==> config.mk <==
export PLATFORM = sky130hd
export DESIGN_NAME = battery_soc_estimator_unit
export DESIGN_NICKNAME = d
export VERILOG_FILES = /design/src/sv/bse_pkg.sv /design/src/sv/battery_soc_estimator_unit.sv /design/src/sv/bse_state_mem.sv /design/src/sv/bse_ocv_lookup.sv
export VERILOG_INCLUDE_DIRS = /design/src /design/src/sv
export SDC_FILE = /design/constraint.sdc
export NUM_CORES = 2
export LEC_CHECK = 0
export ABC_AREA = 1
export BUFFER_PORTS_ARGS = -buffer_cell sky130_fd_sc_hd__buf_2
export CAP_MARGIN = 15
export CORE_UTILIZATION = 60
export CTS_CLUSTER_DIAMETER = 150
export DETAILED_ROUTE_END_ITERATION = 7
export PLACE_DENSITY = 0.83
export REMOVE_ABC_BUFFERS = 1
export SLEW_MARGIN = 20
export SYNTH_ARGS = -nofsm -noshare
export SYNTH_HDL_FRONTEND = slang
export SYNTH_SLANG_ARGS = --single-unit
==> constraint.sdc <==
create_clock -name clk -period 14.9 [get_ports clk]
set_input_delay 4.47 -clock clk [delete_from_list [all_inputs] [get_ports clk]]
set_output_delay 4.47 -clock clk [all_outputs]
set_load 0.01 [all_outputs]
==> src/sv/battery_soc_estimator_unit_defines.svh <==
// Assertion macros for the battery gauge
`ifndef BATTERY_SOC_ESTIMATOR_UNIT_DEFINES_SVH
`define BATTERY_SOC_ESTIMATOR_UNIT_DEFINES_SVH
`ifndef SYNTHESIS
`define BSE_ASSERT_IMPL(label, clk, rst_n, prop, msg) \
  label: assert property (@(posedge clk) disable iff (!rst_n) prop) else $error(msg);
`define BSE_ASSERT_NR(label, clk, prop, msg) \
  label: assert property (@(posedge clk) prop) else $error(msg);
`else
`define BSE_ASSERT_IMPL(label, clk, rst_n, prop, msg)
`define BSE_ASSERT_NR(label, clk, prop, msg)
`endif
`endif

==> src/sv/bse_pkg.sv <==
// ----------------------------------------------------------------------------
// bse_pkg
// Types, constants and the OCV table of the battery gauge.
// ----------------------------------------------------------------------------
`timescale 1ns / 1ps
package bse_pkg;
  localparam int OCV_ENTRIES = 51;
  localparam int PCT_FULL = 25600;
  localparam int PCT_CAP = 25344;
  localparam int MV_Q8_MAX = 4194303;

  localparam logic [2:0] REG_DIV = 3'd0;
  localparam logic [2:0] REG_CAL = 3'd1;
  localparam logic [2:0] REG_CHG = 3'd2;
  localparam logic [2:0] REG_SHD = 3'd3;
  localparam logic [2:0] REG_DEB = 3'd4;
  localparam logic [2:0] REG_VA  = 3'd5;
  localparam logic [2:0] REG_SA  = 3'd6;
  localparam logic [2:0] REG_DA  = 3'd7;

  localparam logic [1:0] CHG_DISC = 2'd0;
  localparam logic [1:0] CHG_ON   = 2'd1;
  localparam logic [1:0] CHG_DONE = 2'd2;

  typedef struct packed {
    logic        kind;
    logic [11:0] adc_mv;
    logic        detect_active;
    logic        done_active;
    logic [31:0] now_ms;
  } in_item_t;

  typedef struct packed {
    logic [6:0]  display_percent;
    logic [14:0] soc_q8;
    logic [13:0] filtered_mv_out;
    logic [1:0]  charger_state;
    logic        shutdown_needed;
  } out_item_t;

  // gauge state word kept in the state memory
  typedef struct packed {
    logic [1:0]  chg;
    logic [1:0]  cand;
    logic [31:0] since;
    logic [21:0] filt;
    logic [15:0] soc;
    logic [15:0] disp;
    logic        shd;
    logic        seeded;
  } gauge_t;

  typedef enum logic [3:0] {
    ST_IDLE, ST_RD, ST_PRE, ST_FILT, ST_SEARCH, ST_DIV, ST_SOC, ST_DISP, ST_WB, ST_OUT
  } state_t;

  typedef struct packed {
    logic        start;
    logic [21:0] v;
  } ocv_req_t;

  typedef struct packed {
    logic        done;
    logic [15:0] pct;
  } ocv_rsp_t;

  function automatic logic [31:0] ocv_entry(input int i);
    logic [31:0] t [0:OCV_ENTRIES-1];
    t = '{
      {16'd4200,16'd25600},{16'd4150,16'd25344},{16'd4130,16'd25088},
      {16'd4100,16'd24832},{16'd4060,16'd24576},{16'd4030,16'd24320},
      {16'd4010,16'd24064},{16'd3990,16'd23808},{16'd3970,16'd23552},
      {16'd3950,16'd23296},{16'd3930,16'd23040},{16'd3910,16'd22528},
      {16'd3900,16'd22016},{16'd3890,16'd21504},{16'd3880,16'd20992},
      {16'd3870,16'd20480},{16'd3860,16'd19968},{16'd3850,16'd19456},
      {16'd3840,16'd18688},{16'd3830,16'd17920},{16'd3820,16'd17152},
      {16'd3810,16'd16384},{16'd3800,16'd15616},{16'd3790,16'd14848},
      {16'd3780,16'd14080},{16'd3770,16'd13312},{16'd3760,16'd12544},
      {16'd3750,16'd11776},{16'd3740,16'd11008},{16'd3730,16'd10240},
      {16'd3720,16'd9472},{16'd3710,16'd8704},{16'd3700,16'd7936},
      {16'd3690,16'd7168},{16'd3680,16'd6400},{16'd3670,16'd5888},
      {16'd3660,16'd5376},{16'd3650,16'd4864},{16'd3640,16'd4352},
      {16'd3620,16'd3840},{16'd3600,16'd3328},{16'd3580,16'd2816},
      {16'd3560,16'd2304},{16'd3540,16'd2048},{16'd3520,16'd1792},
      {16'd3490,16'd1536},{16'd3450,16'd1152},{16'd3420,16'd896},
      {16'd3360,16'd640},{16'd3160,16'd256},{16'd3000,16'd0}};
    if (i < OCV_ENTRIES) return t[i];
    return {16'd3000, 16'd0};
  endfunction

  // floor((alpha*diff + 128) / 256) on a signed difference
  function automatic logic signed [31:0] ema_step(input logic [8:0] a,
                                                  input logic signed [22:0] d);
    logic signed [33:0] p;
    p = $signed({1'b0, a}) * d + 34'sd128;
    return 32'(p >>> 8);
  endfunction
endpackage

==> src/sv/battery_soc_estimator_unit.sv <==
// ----------------------------------------------------------------------------
// battery_soc_estimator_unit
// OCV-table battery gauge with debounced charger state and EMA filters.
// ----------------------------------------------------------------------------
// Usage: present a reading on in_valid/in_data; one result per transaction
// appears on out_valid/out_data, held until out_ready.
// Configuration writes go through cfg_we/cfg_addr/cfg_wdata; the user must
// make them only while idle, the block itself does not enforce this.
// A reading that trips shutdown skips the filter and the table lookup;
// otherwise the lookup walks the table segment by segment, then divides
// bit-serially when the reading falls inside a segment.
// One item is in flight at a time; the next is taken once the result
// register is free. The gauge state word sits in a one-entry synchronous
// memory read at the start and written back at the end of each item.
// Reset clears the control state and the state memory word (written in the
// first cycle after reset, before an item is taken) and restores the
// register defaults. A stalled receiver holds the result and blocks input.
// ----------------------------------------------------------------------------
`timescale 1ns / 1ps
`include "battery_soc_estimator_unit_defines.svh"
module battery_soc_estimator_unit (
  input  logic               clk,
  input  logic               rst_n,
  input  logic               in_valid,
  output logic               in_ready,
  input  bse_pkg::in_item_t  in_data,
  output logic               out_valid,
  input  logic               out_ready,
  output bse_pkg::out_item_t out_data,
  input  logic               cfg_we,
  input  logic [2:0]         cfg_addr,
  input  logic [15:0]        cfg_wdata
);
  // configuration
  logic [11:0] div_r;  logic signed [9:0] cal_r;  logic [9:0] chg_r;
  logic [12:0] shd_r;  logic [15:0] deb_r;
  logic [8:0]  va_r, sa_r, da_r;

  always_ff @(posedge clk) begin
    if (!rst_n) begin
      div_r <= 12'd512; cal_r <= '0; chg_r <= 10'd100; shd_r <= 13'd3300;
      deb_r <= 16'd1000; va_r <= 9'd26; sa_r <= 9'd26; da_r <= 9'd51;
    end else if (cfg_we) begin
      case (cfg_addr)
        bse_pkg::REG_DIV: div_r <= cfg_wdata[11:0];
        bse_pkg::REG_CAL: cal_r <= $signed(cfg_wdata[9:0]);
        bse_pkg::REG_CHG: chg_r <= cfg_wdata[9:0];
        bse_pkg::REG_SHD: shd_r <= cfg_wdata[12:0];
        bse_pkg::REG_DEB: deb_r <= cfg_wdata;
        bse_pkg::REG_VA:  va_r <= cfg_wdata[8:0];
        bse_pkg::REG_SA:  sa_r <= cfg_wdata[8:0];
        bse_pkg::REG_DA:  da_r <= cfg_wdata[8:0];
        default: ;
      endcase
    end
  end

  bse_pkg::state_t   st_r, st_nxt;
  bse_pkg::in_item_t it_r;
  bse_pkg::gauge_t   g_r, g_nxt, mem_rd, mem_wd;
  logic              mem_we, init_r;
  logic [21:0]       raw_r, raw_nxt, cur_r, cur_nxt;
  logic [15:0]       vp_r, vp_nxt;
  bse_pkg::out_item_t res_r, res_nxt;
  logic              ov_r, ov_nxt;
  bse_pkg::ocv_req_t req;
  bse_pkg::ocv_rsp_t rsp;

  bse_state_mem u_mem (.clk(clk), .we(mem_we), .wdata(mem_wd), .rdata(mem_rd));
  bse_ocv_lookup u_ocv (.clk(clk), .rst_n(rst_n), .req(req), .rsp(rsp));

  always_ff @(posedge clk) begin
    if (!rst_n) begin
      st_r <= bse_pkg::ST_IDLE; ov_r <= 1'b0; init_r <= 1'b1;
    end else begin
      st_r <= st_nxt; ov_r <= ov_nxt; init_r <= 1'b0;
    end
    if (in_valid && in_ready) it_r <= in_data;
    g_r <= g_nxt; raw_r <= raw_nxt; cur_r <= cur_nxt;
    vp_r <= vp_nxt; res_r <= res_nxt;
  end

  assign in_ready = (st_r == bse_pkg::ST_IDLE) && !ov_r && !init_r;

  always_comb begin
    logic signed [25:0] sc;
    logic [1:0] pst;
    logic signed [22:0] d;
    logic signed [23:0] t;
    logic signed [17:0] s;
    st_nxt = st_r; g_nxt = g_r; raw_nxt = raw_r; cur_nxt = cur_r;
    vp_nxt = vp_r; res_nxt = res_r; ov_nxt = ov_r;
    mem_we = 1'b0; mem_wd = g_r; req = '0;
    sc = '0; pst = '0; d = '0; t = '0; s = '0;
    if (ov_r && out_ready) ov_nxt = 1'b0;
    if (init_r) begin
      mem_we = 1'b1; mem_wd = '0;
    end
    case (st_r)
      bse_pkg::ST_IDLE: if (in_valid && in_ready) st_nxt = bse_pkg::ST_RD;
      bse_pkg::ST_RD: begin
        // memory read returns this cycle; scale the reading
        g_nxt = mem_rd;
        sc = $signed({2'b0, 24'(it_r.adc_mv * div_r)}) + 26'(cal_r * 256);
        raw_nxt = sc < 0 ? 22'd0 : (sc > 26'sd4194303 ? 22'h3FFFFF : sc[21:0]);
        st_nxt = bse_pkg::ST_PRE;
      end
      bse_pkg::ST_PRE: begin
        pst = it_r.done_active ? bse_pkg::CHG_DONE :
              (it_r.detect_active ? bse_pkg::CHG_ON : bse_pkg::CHG_DISC);
        if (!it_r.kind) begin
          g_nxt.chg = (it_r.detect_active && it_r.done_active) ? bse_pkg::CHG_DISC : pst;
          g_nxt.shd = 1'b0;
        end else if (!(it_r.detect_active && it_r.done_active)) begin
          if (pst != g_r.cand) begin
            g_nxt.cand = pst; g_nxt.since = it_r.now_ms;
          end else if ((it_r.now_ms - g_r.since) >= {16'd0, deb_r}) begin
            g_nxt.chg = g_r.cand;
          end
        end
        st_nxt = bse_pkg::ST_FILT;
      end
      bse_pkg::ST_FILT: begin
        // shutdown check, charge offset and voltage filter
        cur_nxt = raw_r;
        if (g_r.chg == bse_pkg::CHG_ON)
          cur_nxt = (raw_r < {chg_r, 8'd0}) ? 22'd0 : 22'(raw_r - {chg_r, 8'd0});
        if (it_r.kind && g_r.chg == bse_pkg::CHG_DISC && raw_r <= {1'b0, shd_r, 8'd0}) begin
          g_nxt.shd = 1'b1; st_nxt = bse_pkg::ST_WB;
        end else begin
          if (g_r.chg != bse_pkg::CHG_DISC) g_nxt.shd = 1'b0;
          if (!it_r.kind || !g_r.seeded) begin
            g_nxt.filt = cur_nxt;
          end else begin
            d = $signed({1'b0, cur_nxt}) - $signed({1'b0, g_r.filt});
            t = $signed({2'b0, g_r.filt}) + 24'(bse_pkg::ema_step(va_r, d));
            g_nxt.filt = t < 0 ? 22'd0 : (t > 24'sd4194303 ? 22'h3FFFFF : t[21:0]);
          end
          req.start = 1'b1; req.v = g_nxt.filt;
          st_nxt = bse_pkg::ST_SEARCH;
        end
      end
      bse_pkg::ST_SEARCH: if (rsp.done) begin
        vp_nxt = rsp.pct; st_nxt = bse_pkg::ST_SOC;
      end
      bse_pkg::ST_SOC: begin
        d = $signed({7'd0, vp_r}) - $signed({7'd0, g_r.soc});
        s = $signed({2'b0, g_r.soc});
        if (!it_r.kind) begin
          s = g_r.chg == bse_pkg::CHG_DONE ? 18'sd25600 : $signed({2'b0, vp_r});
        end else if (g_r.chg == bse_pkg::CHG_DONE) begin
          s = 18'sd25600;
        end else if (g_r.chg == bse_pkg::CHG_DISC) begin
          if (d < 0) s = s + 18'(bse_pkg::ema_step(sa_r, d));
        end else if (g_r.chg == bse_pkg::CHG_ON) begin
          if (d > 0) begin
            s = s + 18'(bse_pkg::ema_step(sa_r, d));
            if (s > 18'sd25344) s = 18'sd25344;
          end
        end
        g_nxt.soc = s < 0 ? 16'd0 : (s > 18'sd25600 ? 16'd25600 : s[15:0]);
        st_nxt = bse_pkg::ST_DISP;
      end
      bse_pkg::ST_DISP: begin
        d = $signed({7'd0, g_r.soc}) - $signed({7'd0, g_r.disp});
        if (!it_r.kind || !g_r.seeded || (d > -23'sd128 && d < 23'sd128)) begin
          g_nxt.disp = g_r.soc;
        end else begin
          s = $signed({2'b0, g_r.disp}) + 18'(bse_pkg::ema_step(da_r, d));
          g_nxt.disp = s < 0 ? 16'd0 : (s > 18'sd25600 ? 16'd25600 : s[15:0]);
        end
        g_nxt.seeded = 1'b1;
        st_nxt = bse_pkg::ST_WB;
      end
      bse_pkg::ST_WB: begin
        // write back and form the result
        mem_we = 1'b1; mem_wd = g_r;
        res_nxt.display_percent = g_r.disp >= 16'd25600 ? 7'd100 :
                                  7'((g_r.disp + 16'd128) >> 8);
        res_nxt.soc_q8 = g_r.soc[14:0];
        res_nxt.filtered_mv_out = g_r.filt[21:8];
        res_nxt.charger_state = g_r.chg;
        res_nxt.shutdown_needed = g_r.shd;
        st_nxt = bse_pkg::ST_OUT;
      end
      bse_pkg::ST_OUT: begin
        ov_nxt = 1'b1; st_nxt = bse_pkg::ST_IDLE;
      end
      default: st_nxt = bse_pkg::ST_IDLE;
    endcase
  end

  assign out_valid = ov_r;
  assign out_data = res_r;

  // no new transaction while a result waits
  `BSE_ASSERT_IMPL(a_busy, clk, rst_n, out_valid |-> !in_ready, "input taken with result pending")
  // the result register holds while stalled
  `BSE_ASSERT_IMPL(a_hold, clk, rst_n, (out_valid && !out_ready) |=> $stable(out_data),
                   "result changed while stalled")
  // a lookup only starts from the filter step
  `BSE_ASSERT_IMPL(a_req, clk, rst_n, req.start |-> (st_r == bse_pkg::ST_FILT),
                   "lookup started out of step")
endmodule

==> src/sv/bse_state_mem.sv <==
// ----------------------------------------------------------------------------
// bse_state_mem
// One-entry synchronous state memory with a registered read.
// ----------------------------------------------------------------------------
`timescale 1ns / 1ps
module bse_state_mem (
  input  logic           clk,
  input  logic           we,
  input  bse_pkg::gauge_t wdata,
  output bse_pkg::gauge_t rdata
);
  bse_pkg::gauge_t mem_r [0:0];

  // write and registered read
  always_ff @(posedge clk) begin
    if (we) begin
      mem_r[0] <= wdata;
    end
    rdata <= mem_r[0];
  end
endmodule

==> src/sv/bse_ocv_lookup.sv <==
// ----------------------------------------------------------------------------
// bse_ocv_lookup
// Walks the OCV table one entry a cycle, then divides bit-serially when the reading falls inside a segment.
// ----------------------------------------------------------------------------
`timescale 1ns / 1ps
module bse_ocv_lookup (
  input  logic              clk,
  input  logic              rst_n,
  input  bse_pkg::ocv_req_t req,
  output bse_pkg::ocv_rsp_t rsp
);
  localparam int IW = $clog2(bse_pkg::OCV_ENTRIES);
  typedef enum logic [1:0] {L_IDLE, L_WALK, L_DIV} lstate_t;

  lstate_t     st_r, st_nxt;
  logic [IW-1:0] idx_r, idx_nxt;
  logic [21:0] v_r;
  logic [38:0] num_r, num_nxt;   // quotient builds in low bits
  logic [21:0] rem_r, rem_nxt;
  logic [21:0] den_r, den_nxt;
  logic [15:0] base_r, base_nxt;
  logic [5:0]  cnt_r, cnt_nxt;
  logic        done_r, done_nxt;
  logic [15:0] pct_r, pct_nxt;
  logic [31:0] eh, el;
  logic [21:0] vh, vl;
  logic [22:0] trial;

  always_comb begin
    eh = bse_pkg::ocv_entry(int'(idx_r));
    el = bse_pkg::ocv_entry(int'(idx_r) + 1);
    vh = {eh[29:16], 8'd0};
    vl = {el[29:16], 8'd0};
  end

  always_ff @(posedge clk) begin
    if (!rst_n) begin
      st_r <= L_IDLE;
      done_r <= 1'b0;
    end else begin
      st_r <= st_nxt;
      done_r <= done_nxt;
    end
    idx_r <= idx_nxt; num_r <= num_nxt; rem_r <= rem_nxt; den_r <= den_nxt;
    base_r <= base_nxt; cnt_r <= cnt_nxt; pct_r <= pct_nxt;
    if (req.start) v_r <= req.v;
  end

  // walk segments, then restoring division
  always_comb begin
    st_nxt = st_r; idx_nxt = idx_r; num_nxt = num_r; rem_nxt = rem_r;
    den_nxt = den_r; base_nxt = base_r; cnt_nxt = cnt_r; pct_nxt = pct_r;
    done_nxt = 1'b0;
    trial = '0;
    case (st_r)
      L_IDLE: begin
        if (req.start) begin
          st_nxt = L_WALK;
          idx_nxt = '0;
        end
      end
      L_WALK: begin
        if (idx_r == IW'(0) && v_r >= vh) begin
          pct_nxt = eh[15:0]; done_nxt = 1'b1; st_nxt = L_IDLE;
        end else if (v_r >= vl || int'(idx_r) + 2 >= bse_pkg::OCV_ENTRIES) begin
          if (v_r <= vl && int'(idx_r) + 2 >= bse_pkg::OCV_ENTRIES) begin
            pct_nxt = el[15:0]; done_nxt = 1'b1; st_nxt = L_IDLE;
          end else if (vh <= vl) begin
            pct_nxt = eh[15:0]; done_nxt = 1'b1; st_nxt = L_IDLE;
          end else begin
            num_nxt = 39'((v_r - vl) * (eh[15:0] - el[15:0]));
            den_nxt = vh - vl;
            base_nxt = el[15:0];
            rem_nxt = '0;
            cnt_nxt = 6'd39;
            st_nxt = L_DIV;
          end
        end else begin
          idx_nxt = idx_r + IW'(1);
        end
      end
      L_DIV: begin
        trial = {rem_r, num_r[38]};
        num_nxt = {num_r[37:0], 1'b0};
        if (trial >= {1'b0, den_r}) begin
          rem_nxt = 22'(trial - {1'b0, den_r});
          num_nxt[0] = 1'b1;
        end else begin
          rem_nxt = trial[21:0];
        end
        cnt_nxt = cnt_r - 6'd1;
        if (cnt_r == 6'd1) begin
          pct_nxt = 16'(base_r + num_nxt[15:0]);
          done_nxt = 1'b1;
          st_nxt = L_IDLE;
        end
      end
      default: st_nxt = L_IDLE;
    endcase
  end

  assign rsp.done = done_r;
  assign rsp.pct = pct_r;
endmodule

==> results.cfg <==
[status]
outcome = finished with violations
violations = DRC

[cts]
clock_path_buffers = 3
cts_buffers = 72
cts_setup_buffers = 0
cts_tree = built
hold_buffers = 0
cts_sinks = 629
clock_latency_ns = 0.69
cts_resized = 0
htree_num_levels = 3
cts_root_buffer = clkbuf_16
path_clk_slew_ns = 0.06

[route]
ant_nets = 0
drcViolationCount = 1
drt_wl_total_microns = 200000
wl_per_cell_microns = 19.1
vias_per_cell = 5.65
drtPass1Iterations = 8
via_count = 59054
dr.first_iter.drc_count = 5643

[synthesis]
synth_area_leaders = fa_1 (24%), edfxtp_1 (18%), ha_1 (13%)
ys.flop_type = edfxtp_1
syn_area_per_cell_sq_um = 8.33
ys_ff_latch = 629
syn_area_sq_um = 72800
synth_edf_count = 440
synth_cell_types = 70
ys_seq_area_share_pct = 23.4
yosysWarnings = 0
async_flop_share_pct = 0
synth_top_area_share_pct = 24.3
synthCells = 8738
synth_top_area_cell = fa_1

[timing]
fmax_mhz = 79.7
finalHoldViolCount = 0
rsz0062_at_grt = no
finalSetupViolations = 0
finalCritPeriodShare_pct = 84.3
slew_headroom_pct = 22.7
fin_tns_setup_ns = 0
post-route-min-period_ns = 12.55
slew_violations = 0
finClkSkew_ns = 0.0404
worst_slew_pin_slew_ns = 1.15

[placement]
place_congestion = 1.03
port_buffers = 111
hpwlAfterDp_microns = 161000

[critical_path]
critPathCaptureType = register
crit_path_max_fanout = 22
timing.critical_path.mode_cell = nand2_1
arrival_ns = 13.00
crit_type = reg -> reg
cp_slowest_cell = fa_1
cp.required_ns = 15.35
critPathMaxStageDelay_ns = 0.57
startpoint_type = register

[floorplan]
pin_count = 112
die_x_microns = 350
core_sq_um = 120000
rows = 127
die_height_microns = 350
dieArea_sq_um = 123000
initial_core_util_pct = 60.6

[hold_path]
hold_path.class = reg -> reg

[global_route]
grt_pass1_wl_microns = 321000
antenna_found_initial = 5
grt_use_total_pct = 33.5
grt_max_degree = 83
grt.overflow.total = 0
grt_pass1_vias = 60463

[layout]
fill_cells = 9885
drive_above_1_share_pct = 4.35
syn2layout_area_growth_pct = 6.45
fin_nets = 10475

[flow_run]
cap_viol_max_count = 0
==> metrics by stage <==
stage / setup WS [ns] / hold WS (ns) / area, sq um / cells / utilization [%]
5_1_grt: 1.37 / 0.343 / 77500 / 10442 / 64.5
4_1_cts: 2.66 / 0.328 / 77500 / 10441 / 64.5
3_5_place_dp: 2.68 / 0.327 / 75000 / 10308 / 62.4
6_report: 2.35 / 0.334 / 77500 / 10445 / 64.5
3_3_place_gp: 2.91 / 0.323 / 75000 / 10308 / 62.4
2_1_floorplan: 4.10 / 0.323 / 72000 / 8533 / -
==> logic make-up after synthesis <==
kind of cell	count (synthesis)	share of synthesized area [%]
and+or+nand+nor	2998	16.7
buffers and inverters	2114	11.0
adders and majority gates	1634	37.2
AOI/OAI and AO/OA	1083	8.35
DFF	629	23.4
xor gates and xnor gates	280	3.38
==> worst max-delay path, delay by kind of cell (launching register included) <==
family / cells / cell delay (ns)
AOI/OAI and AO/OA: 13 / 2.09
xor gates and xnor gates: 2 / 0.73
adders and majority gates: 10 / 3.99
buffers and inverters: 6 / 0.64
DFF: 1 / 0.37
and+or+nand+nor: 39 / 4.46
==> routing by layer <==
| metal | GRT usage (%) | part of all wire [%] | up-vias |
|---|---|---|---|
| met3 | 6.68 | 9.4 | 523 |
| li1 | - | - | 27336 |
| met4 | 15.5 | 4.9 | 4 |
| met1 | 42.8 | 40 | 28564 |
| met2 | 54.8 | 46 | 2627 |
| met5 | 0 | 0.017 | - |
==> final timing paths <==
check / start / end / slack (ns) / cells past startpoint
max reg2reg: raw_r[8] / g_r[55] / 2.35 / 70
min reg2reg: u_mem.mem_r[0][36] / u_mem.rdata[36] / 0.33 / 0
min: u_mem.mem_r[0][36] / u_mem.rdata[36] / 0.33 / 0
max: raw_r[8] / g_r[55] / 2.35 / 70
==> cells in the final DEF, fill, tap and decap left out, types with 14 or more instances in the layout <==
| cell | synthesis | final |
|---|---|---|
| nand2_1 | 1734 | 1733 |
| o211ai_1 | 60 | 60 |
| edfxtp_1 | 440 | 440 |
| a221oi_1 | 15 | 15 |
| nor4_1 | 23 | 23 |
| nand3b_1 | 18 | 18 |
| xor2_1 | 167 | 167 |
| nand2_2 | 19 | 19 |
| a21oi_1 | 511 | 510 |
| buf_2 | 6 | 111 |
| fa_1 | 884 | 884 |
| clkbuf_16 | 0 | 75 |
| clkinv_1 | 16 | 21 |
| a21o_1 | 14 | 14 |
| xnor2_1 | 112 | 112 |
| nor3_1 | 57 | 55 |
| o21ai_0 | 307 | 307 |
| inv_1 | 1886 | 1885 |
| nand3_1 | 205 | 205 |
| ha_1 | 750 | 749 |
| or2_2 | 41 | 41 |
| a31oi_1 | 25 | 25 |
| o21ai_1 | 21 | 21 |
| dfxtp_1 | 189 | 189 |
| nor2_1 | 799 | 798 |
| a211oi_1 | 16 | 16 |
| buf_4 | 6 | 52 |
| nand4_1 | 64 | 64 |
| o21a_1 | 20 | 20 |
| o21bai_1 | 20 | 20 |
==> layout make-up <==
| class | count | area, sq um | area share, % |
|---|---|---|---|
| antenna | 4 | 10.0 | 0.0129 |
| clock buffer | 91 | 2000 | 2.58 |
| clock inverter | 42 | 510 | 0.659 |
| inverter | 1909 | 7170 | 9.25 |
| multi-input combinational | 5995 | 47800 | 61.7 |
| sequential | 629 | 17000 | 21.9 |
| tap | 1612 | 2020 | 2.60 |
| timing repair buffer | 163 | 946 | 1.22 |
==> Yosys cell counts (all sizes together) (64+ instances only) <==
master  number
inv       1893
nand2     1756
fa         884
nor2       809
ha         750
a21oi      514
edfxtp     440
o21ai      329
nand3      209
dfxtp      189
clkbuf     182
xor2       168
xnor2      112
nand4       64
==> sequential cells by signal, summed over array words and instances (netlist names), 39 cells and up <==
signal / cells
u_mem.rdata: 92
u_ocv.num_r: 39
out_data: 39
it_r: 47
g_r: 92
u_mem.mem_r: 92
Power is not shown: default switching activity piles up to over one toggle a cycle in this logic, so the estimate is an artifact.
